$ cat src/rtl/core/periodic_timer_16bit_regs_top_assert.svh
// assertion macros for the periodic timer top level
`ifndef PERIODIC_TIMER_16BIT_REGS_TOP_ASSERT_SVH
`define PERIODIC_TIMER_16BIT_REGS_TOP_ASSERT_SVH

// same-cycle implication, checked on the rising clock edge outside reset
`define PTMR_ASSERT_NOW(lbl, ante, cons) \
  lbl: assert property (@(posedge clk_i) disable iff (!rst_ni) (ante) |-> (cons)) \
    else $error("periodic timer check failed");

// next-cycle implication, checked on the rising clock edge outside reset
`define PTMR_ASSERT_NEXT(lbl, ante, cons) \
  lbl: assert property (@(posedge clk_i) disable iff (!rst_ni) (ante) |=> (cons)) \
    else $error("periodic timer check failed");

`endif

$ cat src/rtl/core/ptmr_pkg.sv
// shared types and register codes of the periodic timer
`default_nettype none

package ptmr_pkg;

  typedef enum logic [1:0] {
    KIND_CLK_TICK = 2'd0,
    KIND_UP_TICK  = 2'd1,
    KIND_BUS_RD   = 2'd2,
    KIND_BUS_WR   = 2'd3
  } ptmr_kind_e;

  typedef enum logic [1:0] {
    CSEL_DIV1     = 2'd0,
    CSEL_DIV2     = 2'd1,
    CSEL_UPSTREAM = 2'd2,
    CSEL_RSVD     = 2'd3
  } ptmr_csel_e;

  localparam logic [3:0] OFS_CTRLA    = 4'd0;
  localparam logic [3:0] OFS_CTRLB    = 4'd1;
  localparam logic [3:0] OFS_INTCTRL  = 4'd5;
  localparam logic [3:0] OFS_INTFLAGS = 4'd6;
  localparam logic [3:0] OFS_TEMP     = 4'd9;
  localparam logic [3:0] OFS_CNTL     = 4'd10;
  localparam logic [3:0] OFS_CNTH     = 4'd11;
  localparam logic [3:0] OFS_CCMPL    = 4'd12;
  localparam logic [3:0] OFS_CCMPH    = 4'd13;

  typedef struct packed {
    logic [1:0] kind;
    logic [3:0] reg_offset;
    logic [7:0] write_data;
  } ptmr_item_t;

  typedef struct packed {
    logic       valid;
    ptmr_item_t item;
  } ptmr_stage_t;

  typedef struct packed {
    logic [7:0] read_data;
    logic       irq;
  } ptmr_result_t;

  typedef struct packed {
    logic capture_flag;
    logic irq_enable;
  } ptmr_status_t;

endpackage

`default_nettype wire

$ cat src/rtl/core/ptmr_if.sv
// transfer channels of the periodic timer
`default_nettype none

interface ptmr_in_if;
  logic       valid;
  logic       ready;
  logic [1:0] kind;
  logic [3:0] reg_offset;
  logic [7:0] write_data;

  modport source (output valid, output kind, output reg_offset, output write_data,
                  input ready);
  modport sink (input valid, input kind, input reg_offset, input write_data,
                output ready);
endinterface

interface ptmr_out_if;
  logic       valid;
  logic       ready;
  logic [7:0] read_data;
  logic       irq;

  modport source (output valid, output read_data, output irq, input ready);
  modport sink (input valid, input read_data, input irq, output ready);
endinterface

`default_nettype wire

$ cat src/rtl/core/periodic_timer_16bit_regs_top.sv
// periodic timer top level with result register
`default_nettype none

`include "periodic_timer_16bit_regs_top_assert.svh"

// Sixteen-bit periodic-interrupt timer behind byte registers. Each input transfer is a
// clock tick, an upstream-timer tick, a bus read or a bus write; each gives exactly one
// result transfer with the read byte (zero unless a read) and the interrupt line. One
// transfer is taken every cycle while results drain; the input register feeds a single
// pass of update logic into the result register, and a stalled result holds in the
// result register while one more item waits in the input register.
module periodic_timer_16bit_regs_top (
  input  wire         clk_i,
  input  wire         rst_ni,
  ptmr_in_if.sink     in_i,
  ptmr_out_if.source  out_o
);
  import ptmr_pkg::*;

  ptmr_stage_t  stage;
  ptmr_result_t result;
  ptmr_status_t status;
  logic         advance;
  logic         out_valid_q, out_valid_d;
  logic [7:0]   out_rd_q;
  logic         out_irq_q;

  assign advance = stage.valid && (!out_valid_q || out_o.ready);

  ptmr_in_reg u_in_reg (
    .clk_i     (clk_i),
    .rst_ni    (rst_ni),
    .in_i      (in_i),
    .advance_i (advance),
    .stage_o   (stage)
  );

  ptmr_core u_core (
    .clk_i     (clk_i),
    .rst_ni    (rst_ni),
    .advance_i (advance),
    .item_i    (stage.item),
    .result_o  (result),
    .status_o  (status)
  );

  always_comb begin
    out_valid_d = out_valid_q;
    if (advance) begin
      out_valid_d = 1'b1;
    end else if (out_o.ready) begin
      out_valid_d = 1'b0;
    end
  end

  always_ff @(posedge clk_i or negedge rst_ni) begin
    if (!rst_ni) begin
      out_valid_q <= 1'b0;
    end else begin
      out_valid_q <= out_valid_d;
    end
  end

  always_ff @(posedge clk_i) begin
    if (advance) begin
      out_rd_q  <= result.read_data;
      out_irq_q <= result.irq;
    end
  end

  assign out_o.valid     = out_valid_q;
  assign out_o.read_data = out_rd_q;
  assign out_o.irq       = out_irq_q;

  `PTMR_ASSERT_NEXT(a_adv_loads_out, advance, out_valid_q)
  `PTMR_ASSERT_NEXT(a_take_fills_in, in_i.valid && in_i.ready, stage.valid)
  `PTMR_ASSERT_NOW(a_irq_tracks_state, out_valid_q,
                   out_irq_q == (status.capture_flag & status.irq_enable))
endmodule

`default_nettype wire

$ cat src/rtl/core/ptmr_in_reg.sv
// input register of the periodic timer
`default_nettype none

module ptmr_in_reg (
  input  wire                  clk_i,
  input  wire                  rst_ni,
  ptmr_in_if.sink              in_i,
  input  wire                  advance_i,
  output ptmr_pkg::ptmr_stage_t stage_o
);
  import ptmr_pkg::*;

  logic       valid_q, valid_d;
  ptmr_item_t item_q;
  logic       take;

  assign in_i.ready = !valid_q || advance_i;
  assign take       = in_i.valid && in_i.ready;

  always_comb begin
    valid_d = valid_q;
    if (take) begin
      valid_d = 1'b1;
    end else if (advance_i) begin
      valid_d = 1'b0;
    end
  end

  always_ff @(posedge clk_i or negedge rst_ni) begin
    if (!rst_ni) begin
      valid_q <= 1'b0;
    end else begin
      valid_q <= valid_d;
    end
  end

  always_ff @(posedge clk_i) begin
    if (take) begin
      item_q.kind       <= in_i.kind;
      item_q.reg_offset <= in_i.reg_offset;
      item_q.write_data <= in_i.write_data;
    end
  end

  assign stage_o.valid = valid_q;
  assign stage_o.item  = item_q;
endmodule

`default_nettype wire

$ cat src/rtl/core/ptmr_core.sv
// timer state, counting step and byte register file
`default_nettype none

module ptmr_core (
  input  wire                    clk_i,
  input  wire                    rst_ni,
  input  wire                    advance_i,
  input  wire ptmr_pkg::ptmr_item_t item_i,
  output ptmr_pkg::ptmr_result_t result_o,
  output ptmr_pkg::ptmr_status_t status_o
);
  import ptmr_pkg::*;

  logic        en_q, en_d;
  logic [1:0]  sel_q, sel_d;
  logic [2:0]  mode_q, mode_d;
  logic        ien_q, ien_d;
  logic        flag_q, flag_d;
  logic [7:0]  temp_q, temp_d;
  logic [15:0] cnt_q, cnt_d;
  logic [15:0] cmp_q, cmp_d;
  logic        phase_q, phase_d;

  logic        do_count;
  logic        mode_change;
  logic [7:0]  rd;
  ptmr_kind_e  kind;

  assign kind = ptmr_kind_e'(item_i.kind);

  always_comb begin
    en_d        = en_q;
    sel_d       = sel_q;
    mode_d      = mode_q;
    ien_d       = ien_q;
    flag_d      = flag_q;
    temp_d      = temp_q;
    cnt_d       = cnt_q;
    cmp_d       = cmp_q;
    phase_d     = phase_q;
    do_count    = 1'b0;
    mode_change = 1'b0;
    rd          = 8'd0;

    case (kind)
      KIND_CLK_TICK: begin
        if (en_q && ptmr_csel_e'(sel_q) == CSEL_DIV1) begin
          do_count = 1'b1;
        end else if (en_q && ptmr_csel_e'(sel_q) == CSEL_DIV2) begin
          do_count = phase_q;
          phase_d  = !phase_q;
        end
      end
      KIND_UP_TICK: begin
        do_count = en_q && ptmr_csel_e'(sel_q) == CSEL_UPSTREAM;
      end
      KIND_BUS_RD: begin
        case (item_i.reg_offset)
          OFS_CTRLA:    rd = {5'd0, sel_q, en_q};
          OFS_CTRLB:    rd = {5'd0, mode_q};
          OFS_INTCTRL:  rd = {7'd0, ien_q};
          OFS_INTFLAGS: rd = {7'd0, flag_q};
          OFS_TEMP:     rd = temp_q;
          OFS_CNTL: begin
            rd     = cnt_q[7:0];
            temp_d = cnt_q[15:8];
          end
          OFS_CCMPL: begin
            rd     = cmp_q[7:0];
            temp_d = cmp_q[15:8];
          end
          OFS_CNTH:     rd = temp_q;
          OFS_CCMPH:    rd = temp_q;
          default:      rd = 8'd0;
        endcase
      end
      KIND_BUS_WR: begin
        case (item_i.reg_offset)
          OFS_CTRLA: begin
            en_d        = item_i.write_data[0];
            sel_d       = item_i.write_data[2:1];
            mode_change = (en_q != item_i.write_data[0]) ||
                          (en_q && (sel_q != item_i.write_data[2:1]));
            if (mode_change) begin
              phase_d = 1'b0;
            end
          end
          OFS_CTRLB:    mode_d = item_i.write_data[2:0];
          OFS_INTCTRL:  ien_d  = item_i.write_data[0];
          OFS_INTFLAGS: begin
            if (item_i.write_data[0]) begin
              flag_d = 1'b0;
            end
          end
          OFS_TEMP:     temp_d = item_i.write_data;
          OFS_CNTL:     temp_d = item_i.write_data;
          OFS_CCMPL:    temp_d = item_i.write_data;
          OFS_CNTH:     cnt_d  = {item_i.write_data, temp_q};
          OFS_CCMPH:    cmp_d  = {item_i.write_data, temp_q};
          default: begin
          end
        endcase
      end
      default: begin
      end
    endcase

    // counting step: wrap to zero at the compare value
    if (do_count) begin
      if (cnt_q == cmp_q) begin
        cnt_d  = 16'd0;
        flag_d = 1'b1;
      end else begin
        cnt_d = cnt_q + 16'd1;
      end
    end
  end

  always_ff @(posedge clk_i or negedge rst_ni) begin
    if (!rst_ni) begin
      en_q    <= 1'b0;
      sel_q   <= 2'd0;
      mode_q  <= 3'd0;
      ien_q   <= 1'b0;
      flag_q  <= 1'b0;
      temp_q  <= 8'd0;
      cnt_q   <= 16'd0;
      cmp_q   <= 16'd0;
      phase_q <= 1'b0;
    end else if (advance_i) begin
      en_q    <= en_d;
      sel_q   <= sel_d;
      mode_q  <= mode_d;
      ien_q   <= ien_d;
      flag_q  <= flag_d;
      temp_q  <= temp_d;
      cnt_q   <= cnt_d;
      cmp_q   <= cmp_d;
      phase_q <= phase_d;
    end
  end

  assign result_o.read_data    = rd;
  assign result_o.irq          = flag_d & ien_d;
  assign status_o.capture_flag = flag_q;
  assign status_o.irq_enable   = ien_q;
endmodule

`default_nettype wire
$ cat src/flat_wrapper.sv
// flat-port wrapper written by rule: the top's interface ports become plain ports
module periodic_timer_16bit_regs_top_flat import ptmr_pkg::*;
  (clk_i, rst_ni, in_i_valid, in_i_kind, in_i_reg_offset, in_i_write_data, in_i_ready, out_o_valid, out_o_read_data, out_o_irq, out_o_ready);
  ptmr_in_if in_i_i ();
  ptmr_out_if out_o_i ();
  input  wire clk_i;
  input  wire rst_ni;
  input wire logic [$bits(in_i_i.valid)-1:0] in_i_valid;
  input wire logic [$bits(in_i_i.kind)-1:0] in_i_kind;
  input wire logic [$bits(in_i_i.reg_offset)-1:0] in_i_reg_offset;
  input wire logic [$bits(in_i_i.write_data)-1:0] in_i_write_data;
  output wire logic [$bits(in_i_i.ready)-1:0] in_i_ready;
  output wire logic [$bits(out_o_i.valid)-1:0] out_o_valid;
  output wire logic [$bits(out_o_i.read_data)-1:0] out_o_read_data;
  output wire logic [$bits(out_o_i.irq)-1:0] out_o_irq;
  input wire logic [$bits(out_o_i.ready)-1:0] out_o_ready;
  assign in_i_i.valid = in_i_valid;
  assign in_i_i.kind = in_i_kind;
  assign in_i_i.reg_offset = in_i_reg_offset;
  assign in_i_i.write_data = in_i_write_data;
  assign in_i_ready = in_i_i.ready;
  assign out_o_valid = out_o_i.valid;
  assign out_o_read_data = out_o_i.read_data;
  assign out_o_irq = out_o_i.irq;
  assign out_o_i.ready = out_o_ready;
  periodic_timer_16bit_regs_top u_core (.clk_i(clk_i), .rst_ni(rst_ni), .in_i(in_i_i), .out_o(out_o_i));
endmodule
$ cat config.mk
export PLATFORM = sky130hd
export DESIGN_NAME = periodic_timer_16bit_regs_top_flat
export DESIGN_NICKNAME = d
export VERILOG_FILES = /design/src/rtl/core/ptmr_pkg.sv /design/src/rtl/core/ptmr_if.sv /design/src/rtl/core/periodic_timer_16bit_regs_top.sv /design/src/rtl/core/ptmr_in_reg.sv /design/src/rtl/core/ptmr_core.sv /design/src/flat_wrapper.sv
export VERILOG_INCLUDE_DIRS = /design/src /design/src/rtl/core
export SDC_FILE = /design/constraint.sdc
export NUM_CORES = 1
export LEC_CHECK = 0
export ABC_AREA = 1
export BUFFER_PORTS_ARGS = -buffer_cell sky130_fd_sc_hd__buf_4
export CAP_MARGIN = 40
export CELL_PAD_IN_SITES_DETAIL_PLACEMENT = 1
export CELL_PAD_IN_SITES_GLOBAL_PLACEMENT = 1
export CORE_MARGIN = 2
export CORE_UTILIZATION = 49
export CTS_CLUSTER_DIAMETER = 100
export DETAILED_ROUTE_END_ITERATION = 8
export PLACE_DENSITY = 0.84
export SKIP_CTS_REPAIR_TIMING = 1
export SYNTH_ARGS = -nofsm -noshare
export SYNTH_HDL_FRONTEND = slang
export SYNTH_HIERARCHICAL = 1
export SYNTH_SLANG_ARGS = --single-unit
$ cat constraint.sdc
create_clock -name clk_i -period 3.37 [get_ports clk_i]
set_input_delay 0 -clock clk_i [delete_from_list [all_inputs] [get_ports clk_i]]
set_output_delay 0 -clock clk_i [all_outputs]
set_load 0.01 [all_outputs]
; ---- After elaboration in Yosys (flattened, before gate mapping)
; Index checks and enable logic that the tools add are counted.
[op_classes]
add_sub_neg = 1
n_eq_ne = 22
n_mux = 27
bitwise = 1
n_reduce_logical = 29
[op_table]
columns = op, n
row1 = 2-to-1 mux 16 bit, 4
row2 = one-hot mux 8 bit (7 select lines), 1
row3 = one-hot mux 8 bit (2 select lines), 2
row4 = "== test 4 bit, second input constant", 5
row5 = 2-to-1 mux 1 bit, 17
row6 = "adder 16 x 1 -> 16 bit, second input constant", 1
row7 = == test 16 bit, 1
row8 = AND reduction 3 bit, 4
row9 = nonzero test 2 bit, 6
row10 = "== test 4 x 3 -> 1 bit, second input constant", 2
row11 = 2-to-1 mux 8 bit, 1
row12 = "!= test 2 bit, second input constant", 4
row13 = "== test 2 bit, second input constant", 3
row14 = logical AND 1 bit, 6
row15 = AND reduction 6 bit, 1
row16 = OR reduction 3 bit, 2
row17 = "== test 2 x 1 -> 1 bit, second input constant", 2
row18 = "== test 4 x 1 -> 1 bit, second input constant", 1
row19 = logical NOT 2 bit, 2
row20 = logical NOT 4 bit, 1
row21 = one-hot mux 1 bit (2 select lines), 2
row22 = AND reduction 4 bit, 1
row23 = logical NOT 1 bit, 3
row24 = logical OR 1 bit, 3
row25 = 5 further kinds, 5
[word_totals]
register_bits = 74
in_bits = 18
out_inout_bits = 11
elab_cells = 96

; ---- Longest topological paths before layout
; Gate-level depths: netlist of the first run.
[depth]
word_depth = 7
depth_mapped = 11
mapped_depth_nobuf = 10

; ---- Modules after synthesis
; Netlist of the first run, hierarchy kept.
[by_module_without_submodules]
columns = module, instances, cells_per_inst, area_per_inst_um2, seq_area_each_um2
row1 = ptmr_core, 1, 515, 3462.1, 1226.2
row2 = ptmr_in_reg, 1, 21, 473.0, 445.4
row3 = periodic_timer_16bit_regs_top, 1, 15, 319.1, 295.3

; ---- Worst setup path after synthesis of the first run
; OpenSTA, ideal clock, no wires.
[synth_path]
kind = reg-to-reg
startpoint = reg u_core.u_in_reg.valid_q
endpoint = reg u_core.u_in_reg.item_q, in the netlist u_core/u_in_reg/stage_o[0], enable pin
setup_ns = 0.390
arrival_time_ns = 1.846
required_time_ns = 2.980
slack_ns = 1.135
path_stages_with_launch = 6
n_path_buf = 1
cell_sequence = dfrtp_1 -> buf_4 -> inv_1 -> a21oi_2 -> inv_1 -> a21oi_1
[synth_between]
elab_chain_cells = 3
[synth_lines]
columns = element, line_no
row1 = start: declaration, ptmr_in_reg.sv:13  ; logic valid_q, valid_d;
row2 = start signal: assignment, ptmr_in_reg.sv:33  ; valid_q <= valid_d;
row3 = logical AND 1 bit, periodic_timer_16bit_regs_top.sv:28  ; assign advance = stage.valid && (!out_valid_q || out_o.ready);
row4 = net u_core.advance, periodic_timer_16bit_regs_top.sv:23  ; logic advance;
row5 = logical OR 1 bit, ptmr_in_reg.sv:17  ; assign in_i.ready = !valid_q || advance_i;
row6 = logical AND 1 bit, ptmr_in_reg.sv:18  ; assign take = in_i.valid && in_i.ready;
row7 = net u_core.u_in_reg.take, ptmr_in_reg.sv:15  ; logic take;
row8 = end: declaration, ptmr_in_reg.sv:14  ; ptmr_item_t item_q;
; The timed path passes the listed nets, and every way through them passes these cells.
; A chain may end at the register's enable or synchronous reset.

==> results of run 1 <==
==> power groups by stage <==
stage	sequential (W)	combinational (W)	clock [W]
global placement	0.00141	0.000950	0
finish	0.00141	0.00106	0.000694
floorplan	0.00133	0.000767	0
detailed placement	0.00142	0.00101	0
CTS	0.00140	0.00103	0.000710
global route	0.00145	0.00120	0.000744
==> worst max-delay path, stage by stage (launching register included) <==
cell and delay (ns):
dfrtp_1 0.45, inv_1 0.16, nand3_1 0.12, nand3_1 0.10, nand2_1 0.11, inv_2 0.54, nand3_1 0.21, a21boi_0 0.20
==> final cells by class <==
cell class	count	area share, %
clock buffer	10	2.623
clock inverter	6	1.389
inverter	75	5.837
multi-input combinational	384	38.75
sequential	74	40.42
tap	105	2.700
timing repair buffer	48	8.280
==> final timing paths <==
check	endpoint	slack, ns	cells after the start
setup / recovery	u_core/out_o.irq$_DFFE_PP_	1.31	7
hold / removal	u_core/out_o.valid$_DFFE_PN0P_	0.22	2
setup reg to reg	u_core/out_o.irq$_DFFE_PP_	1.31	7
hold reg to reg	u_core/u_core/mode_q[0]$_DFFE_PN0P_	0.50	2
max in group asynchronous	u_core/u_core/cnt_q[10]$_DFFE_PN0P_	2.63	2
min in group clk_i	u_core/u_in_reg/stage_o[0]$_DFFE_PP_	0.37	2
==> metal layers <==
| layer | up-vias | global-route usage, % | share of wire [%] |
|---|---|---|---|
| li1 | 1857 | - | - |
| met1 | 1916 | 36.44 | 46 |
| met2 | 87 | 43.86 | 49 |
| met3 | 11 | 3.613 | 4.0 |
| met4 | 0 | 8.451 | 1.0 |
| met5 | - | 0 | 0 |
==> flip-flops by register name (all words and copies together) (netlist names) <==
signal and cells:
u_core/u_core/en_q 1, u_core/out_o.read_data 8, u_core/u_core/ien_q 1, u_core/out_o.valid 1, u_core/u_core/flag_q 1, u_core/u_in_reg/stage_o 14, u_core/out_o.irq 1, u_core/u_core/mode_q 3
u_core/u_core/phase_q 1, u_core/u_core/sel_q 2, u_core/u_core/cmp_q 16, u_core/u_in_reg/valid_q 1, u_core/u_core/cnt_q 16, u_core/u_core/temp_q 8
==> metrics by stage <==
| stage | hold slack [ns] | cells |
|---|---|---|
| after floorplan | -0.2956 | 549 |
| after global placement | 0.09228 | 669 |
| after detailed placement | 0.09827 | 669 |
| after CTS | -0.2841 | 685 |
| after global routing | 0.2846 | 702 |
| final | 0.2218 | 702 |
==> impl_metrics.env, run 1 <==
export IMPL_detail_route_wl_per_cell_um=17.97
export IMPL_finalSetupTns_ns=0
export IMPL_r2r_start="u_core/u_core/sel_q[0]$_DFFE_PN0P_"
export IMPL_drt_first_iter_violations=202
export IMPL_numPortBuffers=28
export IMPL_coreArea_mm2=0.008299
export IMPL_fill_cells=1040
export IMPL_worstMarginPinSlew_ns=0.7217
export IMPL_cts_made_buffers=9
export IMPL_fp_dieH_um=97.01
export IMPL_yosys_warnings=6
export IMPL_postLayoutCoreUtil_pct=58.63
export IMPL_switchingPower_w=0.001309
export IMPL_ir_drop_uv=277.7
export IMPL_synthCells=549
export IMPL_initial_core_util_pct=51.08
export IMPL_route_final_wire_length_mm=12.62
export IMPL_grtUsageTotal_pct=26.58
export IMPL_p_int_w=0.001854
export IMPL_relSlewSlack_pct=51.89
export IMPL_clock_sinks=74
export IMPL_place_area_mm2=0.004501
export IMPL_grt_antenna_before_repair=0
export IMPL_grt_max_degree=52
export IMPL_p_total_w=0.003163
export IMPL_die_area_mm2=0.009411
export IMPL_vias_per_cell=5.514
export IMPL_max_cap_violations=0
export IMPL_layout_common_cells="141 x nand2_1, 87 x nor2_1, 63 x inv_1, 51 x dfrtp_1, 31 x buf_4"
export IMPL_area_growth_pct=14.79
export IMPL_setup_ws_ns=1.315
export IMPL_htreeDepth=3
export IMPL_clk_pin_slew_ns=0.08
export IMPL_setup_viol=0
export IMPL_pwr_density_cell_mw_per_mm2=650.0
export IMPL_crit_required_ns=3.56
export IMPL_seq_area_mm2=0.001967
export IMPL_hold_violations=0
export IMPL_diodes=0
export IMPL_final_common_cell="nand2_1"
export IMPL_cts_tree="yes"
export IMPL_die_x_um=97.01
export IMPL_path_class="reg -> reg"
export IMPL_swShare_pct=41.40
export IMPL_drive_gt1_share_pct=15.58
export IMPL_syn_area_per_cell_um2=7.721
export IMPL_hpwl_mm=8.711
export IMPL_fmax_mhz=486.6
export IMPL_crit_arrival_ns=2.25
export IMPL_root_buffer="clkbuf_8"
export IMPL_synthesis_nets=568
export IMPL_ioPinCount=29
export IMPL_stdcell_area_mm2=0.004866
export IMPL_end_kind="flip-flop"
export IMPL_dr_pass1_iters=4
export IMPL_clk_latency_ns=0.35
export IMPL_grt_first_pass_wirelength_mm=19.87
export IMPL_gp_congestion=0.8429
export IMPL_pre_cts_ws_ns=1.427
export IMPL_cp_start_kind="flip-flop"
export IMPL_crit_fanout=33
export IMPL_slew_violations=0
export IMPL_rows=33
export IMPL_nets=611
export IMPL_grt_pass1_vias=3860
export IMPL_route_detailed_drc=0
export IMPL_finalCriticalPeriod_ns=2.055
export IMPL_clkPwrFrac_pct=21.9
export IMPL_ant_nets=0
export IMPL_status="finished clean"
export IMPL_hp_class="in -> async"
export IMPL_cp_startpoint="u_core/u_core/sel_q[0]$_DFFE_PN0P_"
export IMPL_finalCritPeriodShare_pct=60.99
export IMPL_cts_buffer_depth=2
export IMPL_p_comb_share_pct=33.4
export IMPL_worst_clock_skew_ns=0.01028
export IMPL_rsz0062_at_grt="no"
export IMPL_netlist_area_mm2=0.004239
export IMPL_p_seq_share_pct=44.7
export IMPL_p_leak_nw=2.265
export IMPL_via_count=3871
export IMPL_grt_ovfl_total=0
export IMPL_multi_input_area_mm2=0.001886
Power figures use the tool's default switching activity.
==> inputs of run 2 (changes only) <==
--- a/config.mk
+++ b/config.mk
@@ -12,10 +12,10 @@
 export CELL_PAD_IN_SITES_DETAIL_PLACEMENT = 1
 export CELL_PAD_IN_SITES_GLOBAL_PLACEMENT = 1
 export CORE_MARGIN = 2
-export CORE_UTILIZATION = 49
+export CORE_UTILIZATION = 45
 export CTS_CLUSTER_DIAMETER = 100
 export DETAILED_ROUTE_END_ITERATION = 8
-export PLACE_DENSITY = 0.84
+export PLACE_DENSITY = 0.78
 export SKIP_CTS_REPAIR_TIMING = 1
 export SYNTH_ARGS = -nofsm -noshare
 export SYNTH_HDL_FRONTEND = slang
==> constraint.sdc (replaced) <==
create_clock -name clk_i -period 1.9 [get_ports clk_i]
set_input_delay 0 -clock clk_i [delete_from_list [all_inputs] [get_ports clk_i]]
set_output_delay 0 -clock clk_i [all_outputs]
set_load 0.01 [all_outputs]
==> run 2 against run 1 <==
  * Routed wire length is 0.28% higher
  * Largest cell class unchanged
  * Power is 82% higher
  * Hold slack worse by 0.015 ns
  * Clock power is 97% higher
  * Sequential power is 75% higher
  * Utilization is 3.9 points lower
  * Die area is 8.5% higher
  * Final cell count is 3.0% higher
  * Sequential share of layout area is 1.4 points lower
==> impl_metrics.env, run 2 (same netlist as run 1, synthesis figures left out) <==
export IMPL_die_x_um=101.1
export IMPL_r2r_setup_slack_ns=0.11
export IMPL_grt_ovfl_total=0
export IMPL_grt_first_pass_wirelength_mm=20.43
export IMPL_drt_first_iter_violations=139
export IMPL_layout_common_cells="141 x nand2_1, 87 x nor2_1, 63 x inv_1, 51 x dfrtp_1, 46 x buf_4"
export IMPL_ir_drop_uv=423.7
export IMPL_multi_input_area_mm2=0.001913
export IMPL_ioPinCount=29
export IMPL_seq_area_mm2=0.001967
export IMPL_hpwl_mm=8.774
export IMPL_grt_max_degree=52
export IMPL_end_kind="flip-flop"
export IMPL_grtUsageTotal_pct=26.12
export IMPL_p_total_w=0.005754
export IMPL_setup_viol=0
export IMPL_detail_route_wl_per_cell_um=17.50
export IMPL_dr_pass1_iters=4
export IMPL_cts_buffer_depth=2
export IMPL_fmax_mhz=559.9
export IMPL_worstMarginPinSlew_ns=0.7114
export IMPL_clk_pin_slew_ns=0.09
export IMPL_via_count=3900
export IMPL_diodes=0
export IMPL_finalCriticalPeriod_ns=1.786
export IMPL_nets=626
export IMPL_crit_required_ns=2.17
export IMPL_die_area_mm2=0.01021
export IMPL_pwr_density_cell_mw_per_mm2=1143
export IMPL_final_common_cell="nand2_1"
export IMPL_rr_endpoint="u_core/u_core/temp_q[0]$_DFFE_PN0P_"
export IMPL_worst_clock_skew_ns=0.01163
export IMPL_clock_sinks=74
export IMPL_root_buffer="clkbuf_8"
export IMPL_area_growth_pct=18.77
export IMPL_slowest_delay_ns=0.41
export IMPL_hold_violations=0
export IMPL_fp_dieH_um=101.1
export IMPL_cp_cell_sequence="inv_1 -> a21oi_4 -> buf_4 -> nand2_1 -> a31oi_4 -> buf_4 -> nand2_1 -> o21ai_0"
export IMPL_hp_class="in -> async"
export IMPL_grt_antenna_before_repair=1
export IMPL_r2r_worst_path_cells=8
export IMPL_p_leak_nw=2.373
export IMPL_r2r_start="u_core/u_in_reg/valid_q$_DFFE_PN0P_"
export IMPL_cts_tree="yes"
export IMPL_route_final_wire_length_mm=12.65
export IMPL_vias_per_cell=5.394
export IMPL_initial_core_util_pct=46.10
export IMPL_slew_violations=0
export IMPL_drive_gt1_share_pct=17.81
export IMPL_crit_path_top_delay_cell="dfrtp_1"
export IMPL_cp_start_kind="flip-flop"
export IMPL_htreeDepth=3
export IMPL_clk_latency_ns=0.35
export IMPL_cp_startpoint="u_core/u_in_reg/valid_q$_DFFE_PN0P_"
export IMPL_gp_congestion=0.8493
export IMPL_coreArea_mm2=0.009196
export IMPL_rows=35
export IMPL_crit_arrival_ns=2.05
export IMPL_setup_ws_ns=0.1140
export IMPL_ant_nets=0
export IMPL_fill_cells=1156
export IMPL_route_detailed_drc=0
export IMPL_crit_fanout=9
export IMPL_pre_cts_ws_ns=-0.08471
export IMPL_cts_made_buffers=9
export IMPL_relSlewSlack_pct=52.57
export IMPL_finalCritPeriodShare_pct=94.00
export IMPL_numPortBuffers=28
export IMPL_path_class="reg -> reg"
export IMPL_grt_pass1_vias=4077
export IMPL_max_cap_violations=0
export IMPL_status="finished clean"
export IMPL_crit_buf_inv=3
export IMPL_finalSetupTns_ns=0
export IMPL_path_delay_family="compound AO/OA/AOI/OAI gates"
[run 2: cell types whose count changed in the layout (fill, tap and decap cells not counted), sizes merged]
| cell | previous run | this run |
|---|---|---|
| buf | 31 | 46 |
| clkinv | 3 | 1 |
| inv | 75 | 77 |
| bufinv | 1 | 2 |
| clkinvlp | 2 | 1 |
[run 2: how the worst max path moves through the flow]
stage	end	slack, ns	cells past startpoint
final	u_core/u_core/temp_q[0]$_DFFE_PN0P_	0.11	8
after global routing	u_core/u_core/cmp_q[13]$_DFFE_PN0P_	-0.01	7
after CTS	u_core/u_core/temp_q[1]$_DFFE_PN0P_	-0.12	6
after detailed placement	u_core/u_core/temp_q[5]$_DFFE_PN0P_	-0.08	6
after global placement	u_core/u_core/temp_q[5]$_DFFE_PN0P_	-0.03	6
after floorplan	u_core/u_core/cmp_q[10]$_DFFE_PN0P_	0.16	9
[run 2: layout make-up]
cell class                 count  share of cell area [%]
sequential                    74                   39.07
multi-input combinational    384                   38.00
timing repair buffer          63                   10.24
inverter                      75                   5.641
tap                          111                   2.758
clock buffer                  10                   2.535
clock inverter                 6                   1.764
[run 2: per-stage QoR]
step	instances	cell area [µm²]	utilization (%)	hold WS, ns
after global routing	723	5035	54.75	0.2832
after CTS	698	4796	52.15	-0.2822
after global placement	682	4579	49.80	0.09748
after floorplan	549	4258	-	-0.2956
final	723	5035	54.75	0.2066
after detailed placement	682	4579	49.80	0.1004
[run 2: routing by layer]
metal	up-vias	track usage, %	routed length [µm]	part of all wire [%]
li1	1876	-	-	-
met1	1958	33.94	5885	47
met2	60	44.68	6163	49
met3	6	4.785	529	4.2
met4	0	7.173	72	0.57
met5	-	0	0	0
[run 2: worst reg2reg max path: stages (launching register included)]
cell	delay, ns
dfrtp_1	0.41
inv_1	0.10
a21oi_4	0.23
buf_4	0.17
nand2_1	0.08
a31oi_4	0.33
buf_4	0.24
nand2_1	0.06
o21ai_0	0.08
[run 2: where the power goes]
| group | switching [W] | leakage [nW] | internal [W] |
|---|---|---|---|
| Sequential | 0.000445 | 0.851 | 0.00203 |
| Clock | 0.000629 | 0.105 | 0.000746 |
| Combinational | 0.00120 | 1.42 | 0.000707 |
| Total | 0.00227 | 2.37 | 0.00348 |
